$ cat config.mk
export PLATFORM = sky130hd
export DESIGN_NAME = pzf_tap_cell
export DESIGN_NICKNAME = d
export VERILOG_FILES = /design/src/hw/rtl/pzf_pkg.sv /design/src/hw/rtl/pzf_tap_cell.sv
export SDC_FILE = /design/constraint.sdc
export NUM_CORES = 2
export LEC_CHECK = 0
export BUFFER_PORTS_ARGS = -buffer_cell sky130_fd_sc_hd__buf_4
export CORE_MARGIN = 1.5
export CORE_UTILIZATION = 50
export DETAILED_ROUTE_END_ITERATION = 8
export MAX_ROUTING_LAYER = met4
export PLACE_DENSITY_LB_ADDON = 0.2
export SLEW_MARGIN = 20
export SYNTH_ARGS = -nofsm -noshare
export SYNTH_HDL_FRONTEND = slang
export SYNTH_SLANG_ARGS = --single-unit
$ cat constraint.sdc
create_clock -name clk -period 7.9 [get_ports clk]
set_clock_uncertainty 0.05 [all_clocks]
set_input_delay 0.395 -clock clk [delete_from_list [all_inputs] [get_ports clk]]
set_output_delay 0.395 -clock clk [all_outputs]
set_load 0.01 [all_outputs]
$ cat src/hw/rtl/pzf_pkg.sv
// Shared types, constants and the round/saturate function of the IIR filter.
// No dependencies.
`default_nettype none

package pzf_pkg;

  localparam int ORDER      = 3;
  localparam int NUM_REGS   = 7;
  localparam int REG_IDX_W  = $clog2(NUM_REGS);
  localparam int COEF_W     = 18;
  localparam int SAMPLE_W   = 16;
  localparam int FRAC_SHIFT = 14;
  localparam int PROD_W     = COEF_W + SAMPLE_W;
  // seven products fit in three extra bits; one more for headroom
  localparam int ACC_W      = PROD_W + 4;
  localparam int QUOT_W     = ACC_W - FRAC_SHIFT;
  localparam int ROUND_HALF = 2 ** (FRAC_SHIFT - 1);
  localparam int COEF_ONE   = 2 ** FRAC_SHIFT;
  localparam int SAMPLE_MAX = 2 ** (SAMPLE_W - 1) - 1;
  localparam int SAMPLE_MIN = -(2 ** (SAMPLE_W - 1));

  // register indexes
  localparam int REG_ZERO_0 = 0;
  localparam int REG_POLE_1 = 4;

  typedef logic signed [COEF_W-1:0]   coef_t;
  typedef logic signed [SAMPLE_W-1:0] sample_t;
  typedef logic signed [PROD_W-1:0]   prod_t;
  typedef logic signed [ACC_W-1:0]    acc_t;

  typedef struct packed {
    coef_t [ORDER:0] zero;
    coef_t [ORDER:1] pole;
  } coef_bank_t;

  // reset bank: unit gain on the current input, everything else zero
  localparam coef_bank_t COEF_RESET = '{
    zero: {{(ORDER*COEF_W){1'b0}}, COEF_W'(COEF_ONE)},
    pole: '0
  };

  typedef struct packed {
    sample_t sample;
    logic    sat;
  } result_t;

  function automatic result_t round_sat(acc_t acc);
    acc_t                     biased;
    logic signed [QUOT_W-1:0] quot;
    result_t                  res;
    biased = acc + acc_t'(ROUND_HALF);
    quot   = biased[ACC_W-1:FRAC_SHIFT];
    priority if (quot > QUOT_W'(SAMPLE_MAX)) begin
      res.sample = sample_t'(SAMPLE_MAX);
      res.sat    = 1'b1;
    end else if (quot < QUOT_W'(SAMPLE_MIN)) begin
      res.sample = sample_t'(SAMPLE_MIN);
      res.sat    = 1'b1;
    end else begin
      res.sample = quot[SAMPLE_W-1:0];
      res.sat    = 1'b0;
    end
    return res;
  endfunction

endpackage

`default_nettype wire

$ cat src/hw/rtl/pzf_tap_cell.sv
// One tap of the direct form I chain: holds one input and one output history
// entry; running sum + zero product - pole product. Depends on pzf_pkg.
`default_nettype none

module pzf_tap_cell (
  input  wire logic               clk,
  input  wire logic               rst_n,
  input  wire logic               shift_en,
  input  wire pzf_pkg::sample_t   x_in,
  input  wire pzf_pkg::sample_t   y_in,
  input  wire pzf_pkg::coef_t     zero_coef,
  input  wire pzf_pkg::coef_t     pole_coef,
  input  wire pzf_pkg::acc_t      sum_in,
  output pzf_pkg::sample_t        x_out,
  output pzf_pkg::sample_t        y_out,
  output pzf_pkg::acc_t           sum_out
);

  pzf_pkg::sample_t x_r, y_r;
  pzf_pkg::prod_t   zero_prod, pole_prod;

  always_ff @(posedge clk) begin
    if (!rst_n) begin
      x_r <= '0;
      y_r <= '0;
    end else if (shift_en) begin
      x_r <= x_in;
      y_r <= y_in;
    end
  end

  assign zero_prod = pzf_pkg::prod_t'(zero_coef) * pzf_pkg::prod_t'(x_r);
  assign pole_prod = pzf_pkg::prod_t'(pole_coef) * pzf_pkg::prod_t'(y_r);
  // feedback term is subtracted
  assign sum_out   = sum_in + pzf_pkg::acc_t'(zero_prod) - pzf_pkg::acc_t'(pole_prod);
  assign x_out     = x_r;
  assign y_out     = y_r;

endmodule

`default_nettype wire

==> run_results.csv <==
group,metric,value,unit
setup_path,r2r_slack,6.62,ns
run,maxCapViolations,0,
floorplan,start_util,0.506,
sta,relSlewSlack,0.611,
grt,track_usage,0.275,
place,place_congestion,0.907,
floorplan,die_h,228,um
sta,hold_viol_final,0,
setup_path,rr_startpoint,"x_out[1]$_SDFFE_PN0P_",
clock_network,clock-sinks,32,
logic_synthesis,syn_area,25400,um^2
routing,ant_nets,0,
worst_hold_path,hold_depth,3,
clock_network,clkLatencyLatePin,0.29,ns
routing,viasPerCell,5.01,
sta,rsz0062_at_grt,"true",
finish,postLayoutCoreUtil,0.592,
finish,syn_to_final_growth,16.9,%
clock_network,hold_buffers,0,
place,place_area,28500,um^2
floorplan,ioPinCount,179,
finish,diodes,0,
logic_synthesis,yosysSeqAreaShare,0.0252,
worst_hold_path,min_path_type,"primary input to flop",
routing,wl_per_cell,18.4,um
logic_synthesis,yosys_warnings,0,
worst_hold_path,hold_end,"y_out[3]$_SDFFE_PN0P_",
logic_synthesis,synth.largest_area_cell,"fa_1",
clock_network,clk_pin_slew_worst_paths,0.06,ns
floorplan,design.die.area,52200,um^2
place,hpwlAfterDp,58500,um
setup_path,r2r-end,"x_out[1]$_SDFFE_PN0P_",
logic_synthesis,avgSynthCellArea,9.50,um^2
routing,vias,18100,
place,numPortBuffers,178,
routing,post-route-drc-count,0,
clock_network,max-clock-path-buffers,2,
logic_synthesis,ys_ff_latch,32,
setup_path,critPathRequiredTime,7.46,ns
finish,stdcell_area,29700,um^2
logic_synthesis,netlist_top_cells_area,"fa_1 (57%), inv_1 (12%), ha_1 (8.5%)",
clock_network,numCtsBuffers,5,
clock_network,cts_tree,"yes",
clock_network,htreeDepth,2,
setup_path,start_kind,"flop",
logic_synthesis,synthArstFlopShare,0,
setup_path,slowest_delay,0.55,ns
setup_path,slowest_stage,"fa_1",
sta,fin_crit_sh,0.997,
setup_path,crit_type,"flop to primary output",
sta,fin_crit,7.87,ns
floorplan,core_region_area,50200,um^2
routing,drtIter0Drc,931,
logic_synthesis,synth_edf_count,0,
place,pre_cts_ws,-0.410,ns
grt,grt_max_degree,33,
setup_path,end_kind,"primary output",
run_status,outcome,"finished, final reports clean",
floorplan,num_rows,82,
floorplan,fp.dieW,228,um
logic_synthesis,synth_top_area_frac,0.567,
grt,grt_overflow_total,0,
setup_path,worst-r2r-cell-count,4,
grt,grt_pass1_wl,108000,um
logic_synthesis,synthCells,2673,
sta,whs,0.311,ns
routing,drt_pass1_iterations,5,
sta,worstMarginPinSlew,0.584,ns
sta,max_clock_freq,127,MHz
grt,first_global_vias,20800,
finish,final_cell_mix,"inv_1 (770), fa_1 (695), buf_4 (336)",
finish,final_common_cell,"inv_1",
clock_network,root_buffer,"clkbuf_16",
grt,antenna_found_initial,1,
logic_synthesis,syn-num-nets,3674,
logic_synthesis,synth_cell_types,64,
logic_synthesis,synth_flop_cell,"dfxtp_1",
setup_path,crit_fanout,6,
routing,wirelength,66400,um
sta,worst_slack,0.0264,ns
sta,drv_slew,0,
worst_hold_path,hold_start,"y_in[3]",
finish,nets,3946,
setup_path,worstPathArrival,7.43,ns
sta,setup_viol,0,
finish,drive_gt1_frac,0.178,
-- worst max path at each step --
stage	end	cells after the start	from
2_1_floorplan	sum_out[36]	24	y_out[3]$_SDFFE_PN0P_
3_3_place_gp	sum_out[36]	28	pole_coef[17]
3_5_place_dp	sum_out[36]	28	pole_coef[17]
4_1_cts	sum_out[34]	28	y_out[9]$_SDFFE_PN0P_
5_1_grt	sum_out[34]	28	y_out[2]$_SDFFE_PN0P_
6_report	sum_out[34]	28	y_out[1]$_SDFFE_PN0P_
-- per-layer routing --
metal / wire [um] / GRT usage
met1: 24800 / 0.318
met2: 36600 / 0.499
met3: 2490 / 0.0213
met4: 2570 / 0.0993
met5: 0 / -
-- kinds of logic (layout without fill, tap and decap cells) --
logic type / count (synthesis) / after routing / share of synthesized area
buffers and inverters: 891 / 1163 / 0.133
xor gates and xnor gates: 43 / 43 / 0.0148
DFF: 32 / 32 / 0.0252
and+or+nand+nor: 688 / 688 / 0.137
muxes: 33 / 33 / 0.0130
AOI/OAI and AO/OA: 94 / 94 / 0.0257
adders and majority gates: 892 / 892 / 0.652
-- sequential cells by signal, summed over array words and instances, names as in the netlist --
signal  count
x_out      16
y_out      16
-- cells in the mapped netlist, drive strengths merged, types with 3 or more instances --
cell and count:
o2111ai 3, a21oi 31, or3 3, nand2 293
and3 3, xor2 11, nand3 11, fa 720
o211ai 3, nor2 47, nand2b 12, inv 788
buf 9, o21a 4, dfxtp 32, xnor2 32
clkbuf 93, mux2i 33, o21ai 14, ha 172
a21o 17, nor2b 35, and2 269, nor3 5
-- area by class of cell --
cell class	count	area [um^2]
fill	4296	20500
inverter	789	2970
clock buffer	7	153
tap	672	841
timing repair buffer	367	3060
sequential	32	724
multi-input combinational	1750	21900
-- what timing repair did --
| action | in CTS | in global routing |
|---|---|---|
| pin swaps | 74 | 72 |
| cloned | 3 | 2 |
| buffers inserted | 13 | 13 |
| setup endpoints to repair | 13 | 13 |
| gates resized for setup | 115 | 80 |
-- per-stage QoR --
stage / TNS (ns) / cells
global route: -0.984 / 3617
floorplan: 0 / 2673
detailed placement: -0.917 / 3582
global placement: -0.709 / 3582
CTS: -0.0631 / 3604
finish: 0 / 3617
-- critical path: cells and delay by family (launching register included) --
kind | cells | cell delay (ns)
adders and majority gates | 9 | 4.27
buffers and inverters | 10 | 1.04
AOI/OAI and AO/OA | 4 | 0.67
and+or+nand+nor | 4 | 0.63
DFF | 1 | 0.36
xor gates and xnor gates | 1 | 0.15
Power is left out: the tool's default activity adds up to more than one toggle a clock period on the data nets, which glitch-free logic cannot reach.
