<file path="src/hw/rtl/pzf_pkg.sv">
// Shared types, constants and the round/saturate function of the IIR filter.
// No dependencies.
`default_nettype none

package pzf_pkg;

  localparam int ORDER      = 3;
  localparam int NUM_REGS   = 7;
  localparam int REG_IDX_W  = $clog2(NUM_REGS);
  localparam int COEF_W     = 18;
  localparam int SAMPLE_W   = 16;
  localparam int FRAC_SHIFT = 14;
  localparam int PROD_W     = COEF_W + SAMPLE_W;
  // seven products fit in three extra bits; one more for headroom
  localparam int ACC_W      = PROD_W + 4;
  localparam int QUOT_W     = ACC_W - FRAC_SHIFT;
  localparam int ROUND_HALF = 2 ** (FRAC_SHIFT - 1);
  localparam int COEF_ONE   = 2 ** FRAC_SHIFT;
  localparam int SAMPLE_MAX = 2 ** (SAMPLE_W - 1) - 1;
  localparam int SAMPLE_MIN = -(2 ** (SAMPLE_W - 1));

  // register indexes
  localparam int REG_ZERO_0 = 0;
  localparam int REG_POLE_1 = 4;

  typedef logic signed [COEF_W-1:0]   coef_t;
  typedef logic signed [SAMPLE_W-1:0] sample_t;
  typedef logic signed [PROD_W-1:0]   prod_t;
  typedef logic signed [ACC_W-1:0]    acc_t;

  typedef struct packed {
    coef_t [ORDER:0] zero;
    coef_t [ORDER:1] pole;
  } coef_bank_t;

  // reset bank: unit gain on the current input, everything else zero
  localparam coef_bank_t COEF_RESET = '{
    zero: {{(ORDER*COEF_W){1'b0}}, COEF_W'(COEF_ONE)},
    pole: '0
  };

  typedef struct packed {
    sample_t sample;
    logic    sat;
  } result_t;

  function automatic result_t round_sat(acc_t acc);
    acc_t                     biased;
    logic signed [QUOT_W-1:0] quot;
    result_t                  res;
    biased = acc + acc_t'(ROUND_HALF);
    quot   = biased[ACC_W-1:FRAC_SHIFT];
    priority if (quot > QUOT_W'(SAMPLE_MAX)) begin
      res.sample = sample_t'(SAMPLE_MAX);
      res.sat    = 1'b1;
    end else if (quot < QUOT_W'(SAMPLE_MIN)) begin
      res.sample = sample_t'(SAMPLE_MIN);
      res.sat    = 1'b1;
    end else begin
      res.sample = quot[SAMPLE_W-1:0];
      res.sat    = 1'b0;
    end
    return res;
  endfunction

endpackage

`default_nettype wire

</file>
<file path="src/hw/rtl/pzf_coef_bank.sv">
// Coefficient register bank of the IIR filter, written through the config port.
// Depends on pzf_pkg.
`default_nettype none

module pzf_coef_bank (
  input  wire logic                           clk,
  input  wire logic                           rst_n,
  input  wire logic                           cfg_wr_en,
  input  wire logic [pzf_pkg::REG_IDX_W-1:0]  cfg_index,
  input  wire logic [pzf_pkg::COEF_W-1:0]     cfg_data,
  output pzf_pkg::coef_bank_t                 coef
);

  pzf_pkg::coef_bank_t coef_r, coef_nxt;

  always_comb begin
    coef_nxt = coef_r;
    if (cfg_wr_en) begin
      for (int k = 0; k <= pzf_pkg::ORDER; k++) begin
        if (cfg_index == pzf_pkg::REG_IDX_W'(pzf_pkg::REG_ZERO_0 + k)) begin
          coef_nxt.zero[k] = cfg_data;
        end
      end
      for (int k = 1; k <= pzf_pkg::ORDER; k++) begin
        if (cfg_index == pzf_pkg::REG_IDX_W'(pzf_pkg::REG_POLE_1 + k - 1)) begin
          coef_nxt.pole[k] = cfg_data;
        end
      end
    end
  end

  always_ff @(posedge clk) begin
    if (!rst_n) begin
      coef_r <= pzf_pkg::COEF_RESET;
    end else begin
      coef_r <= coef_nxt;
    end
  end

  assign coef = coef_r;

endmodule

`default_nettype wire

</file>
<file path="config.mk">
export PLATFORM = sky130hd
export DESIGN_NAME = pzf_coef_bank
export DESIGN_NICKNAME = d
export VERILOG_FILES = /design/src/hw/rtl/pzf_pkg.sv /design/src/hw/rtl/pzf_coef_bank.sv
export SDC_FILE = /design/constraint.sdc
export NUM_CORES = 1
export LEC_CHECK = 0
export BUFFER_PORTS_ARGS = -buffer_cell sky130_fd_sc_hd__buf_2
export CAP_MARGIN = 20
export CORE_ASPECT_RATIO = 0.9
export CORE_MARGIN = 8
export CORE_UTILIZATION = 50
export CTS_CLUSTER_DIAMETER = 50
export DETAILED_ROUTE_END_ITERATION = 7
export PLACE_DENSITY = 0.88
export SLEW_MARGIN = 10
export SYNTH_ARGS = -nofsm -noshare
export SYNTH_HDL_FRONTEND = slang
export SYNTH_SLANG_ARGS = --single-unit
</file>
<file path="constraint.sdc">
create_clock -name clk -period 1.44 [get_ports clk]
set_clock_uncertainty 0.05 [all_clocks]
set_input_delay 0.072 -clock clk [delete_from_list [all_inputs] [get_ports clk]]
set_output_delay 0.072 -clock clk [all_outputs]
set_load 0.05 [all_outputs]
</file>
==> impl_summary.md <==
Routing
Once detail routing completed, the nets flagged for antenna violations numbered 0. Using the TritonRoute via totals, the vias-per-cell ratio works out to 5.000. The violation count after the first detailed-routing iteration is 182. The number of DRC violations after detailed routing is 0. Wires add up to 13130 um. The wire length per cell is 17.84 um. Before antenna repair, the detailed router went through 5 iterations. The total number of vias is 3680.

CTS
TritonCTS built the clock tree. Counting every sink on the clock net gives 126. The maximum clock insertion buffer count is 2.

The source-to-sink clock delay at the later pin of the worst-skew pair is 0.49 ns. The post-CTS setup buffer count is 0. The total of cells resized after clock tree synthesis is 0.

Clock-pin slew was measured on the worst setup and hold paths at 0.06 ns. The tree is rooted in a clkbuf_8. The H-tree level count is 4. The number of CTS-inserted buffers is 17.

Cells and area
The total number of nets in the final design is 625. The number of flip-flops under the largest register name is 126. In the final layout, the multi-input gates occupy 1897 um2. The fill cell total of the finished layout is 693. The number of diodes is 0. After routing the design area is 6251 um2. The share of cells above drive strength 1 is 32.57%. The layout overhead on the synthesized area is 36.65%. The flip-flop and latch area is 2522 um2.

Logic synthesis
The sequential cell area fraction in the yosys report is 55.14%. For this run, the number of Yosys warnings is 0. Among all flip-flop cells after synthesis, the most frequent one is dfxtp_1. Synthesis instantiated 15 different standard cells from the library. After synthesis the cells add up to 4574 um2. The number of storage elements in the synthesis netlist is 126. Yosys mapped a number of flops with a built-in enable equal to 0. The library cell with the largest summed area after synthesis is dfxtp_1. Ranked by total cell area, the synthesized netlist is headed by dfxtp_1 55%, mux2i_1 28%, nand2_1 12%. The most frequent cell after synthesis is nand2_1. In the synthesized netlist, the cells that appear most often are 143 x nand2_1, 126 x dfxtp_1, 126 x mux2i_1, 12 x buf_2, 12 x clkbuf_1. Averaged over all synthesized cells, the footprint is 10.52 um2. The post-synthesis async set-or-reset flop share is 0%. The synthesized netlist cell count is 435. The portion of synthesized cell area occupied by the leading cell type is 55.14%. When the netlist entered floorplanning its net count stood at 459.

Floorplan
The area enclosed by the die boundary is 12470 um2. From left edge to right edge, the die measures 116.8 um. Once the floorplan was initialized, standard cells occupied 50.82% of the core.

The area of the core is 9001 um2. The number of I/O pins is 150. The die is 106.7 um tall. After floorplanning, the core was divided into 33 placement rows.

Timing
At the pin with the least slew margin, the transition time is 0.4484 ns. Counting I/O delays and the setup requirement, the final critical path takes 1.270 ns. Setup repair after global routing left no endpoint under its margin. For the final routed database, the setup TNS stands at 0 ns.

The final hold violation count is 0. The worst pin sits at a relative slew slack of 70.04%. The final setup violation count is 0.

Setup slack on the critical path of the routed design comes to 0.1702 ns. The final cycle utilization of the critical path is 88.18%. Static timing analysis puts the maximum clock frequency at 787.6 MHz. The final-report max-slew violation count is 0.

Job
Max-cap violations in this run came to 0.

Setup path
The signal on the critical path passes through buf_2. The highest cell delay on the worst timing path is 0.37 ns. The category of cells accounting for the largest share of critical-path delay is flip-flops. The worst setup path is captured at an output port. Counting both buffers and inverters, the worst setup path holds a total of 1.

The kind of critical path is flip-flop to output port. STA puts the critical path data arrival time at 1.15 ns. The cell with the largest stage delay on the worst path is dfxtp_1. Of all nets on the critical path, the largest fanout is 2. The type of element launching the critical path is a flip-flop.

The required arrival time at the worst endpoint is 1.32 ns.

Global route
The initial antenna violation count is 0. The global-route wire length before repair is 20090 um. The pin count of the biggest net entering global routing is 28.

After global routing the overflow that remains totals 0. Global routing used 20.95% of the available tracks across all layers. The via count of the first global-routing pass came to 3818.

Place
The placed cell area is 5538 um2. Before CTS, the worst setup slack after placement is 0.08922 ns. The routability congestion estimate from global placement is 0.8154. Once detailed placement completed, the half-perimeter wirelength came to 9359 um. The count of port buffers added during placement is 149.

Hold path
The worst hold path belongs to the class input pin to flip-flop.

Power and ir drop
The static leakage power is 3.445 nW. The worst voltage drop across the vdd grid is 0.7658 mV. The power density over the cells is 1408 nW/um2.

Status
The flow ran to the end, and the final reports show no timing, DRC or antenna violations.
## metrics by stage
stage          total power [mW]  hold WS [ns]  instances  util (%)
6_report                  8.801       0.02045        736     69.45
5_1_grt                   9.056       0.04269        736     69.45
4_1_cts                   8.859      0.001189        736     69.45
3_5_place_dp              4.420        0.3134        695     61.52
3_3_place_gp              4.403        0.3032        695     61.52
2_1_floorplan             4.179        0.1885        435         -
## tightest hold or removal path: cells and delay by family
family	cells	cell delay, ns
buffers and inverters	1	0.07
and+or+nand+nor	1	0.19
muxes	1	0.18
## report_power, final
group | internal [mW] | switching (mW)
registers | 3.57 | 0.0422
clock network | 2.95 | 1.49
logic | 0.215 | 0.544
total | 6.73 | 2.07
## kinds of logic (layout without fill, tap and decap cells)
| group | after synthesis | after routing | share of synthesized area [%] |
|---|---|---|---|
| buffers and inverters | 30 | 209 | 3.392 |
| DFF | 126 | 126 | 55.14 |
| muxes | 126 | 126 | 27.57 |
| and+or+nand+nor | 153 | 153 | 13.89 |
## final timing paths
kind | cells past startpoint | start | to | slack [ns]
setup / recovery | 1 | coef[114] | coef[114] | 0.17
hold reg to reg | 2 | coef[52] | coef[52] | 0.40
setup reg to reg | 2 | coef[112] | coef[112] | 0.72
hold / removal | 3 | cfg_data[2] | coef[38] | 0.02
## cell usage in the layout (no fill, tap or decap), drive strengths merged
master	netlist	final
clkbuf	12	22
or4b	1	1
nand4bb	2	2
nand4b	3	3
nand2	143	143
buf	18	168
nor4b	1	1
nor2b	2	2
bufinv	0	4
dlygate4sd3	0	9
and4bb	1	1
dfxtp	126	126
clkinvlp	0	1
clkinv	0	5
mux2i	126	126
## final cells by class
type	count	share of cell area, %
multi-input combinational	279	30.34
clock buffer	22	7.406
sequential	126	40.35
timing repair buffer	177	16.89
clock inverter	10	2.562
tap	122	2.442
## per-layer routing
layer,up-vias,share of wire (%),global-route usage (%)
met5,-,0,0
li1,1776,-,-
met3,10,7.8,5.225
met2,132,49,35.26
met4,0,1.4,8.950
met1,1762,42,24.79
## repair_timing
| item | 4_1_cts | 5_1_grt |
|---|---|---|
| setup endpoints to repair | 0 | 0 |
| hold endpoints to repair | 44 | 0 |
| hold buffers | 9 | 0 |
Note: power is estimated with default switching activity, not from simulation.
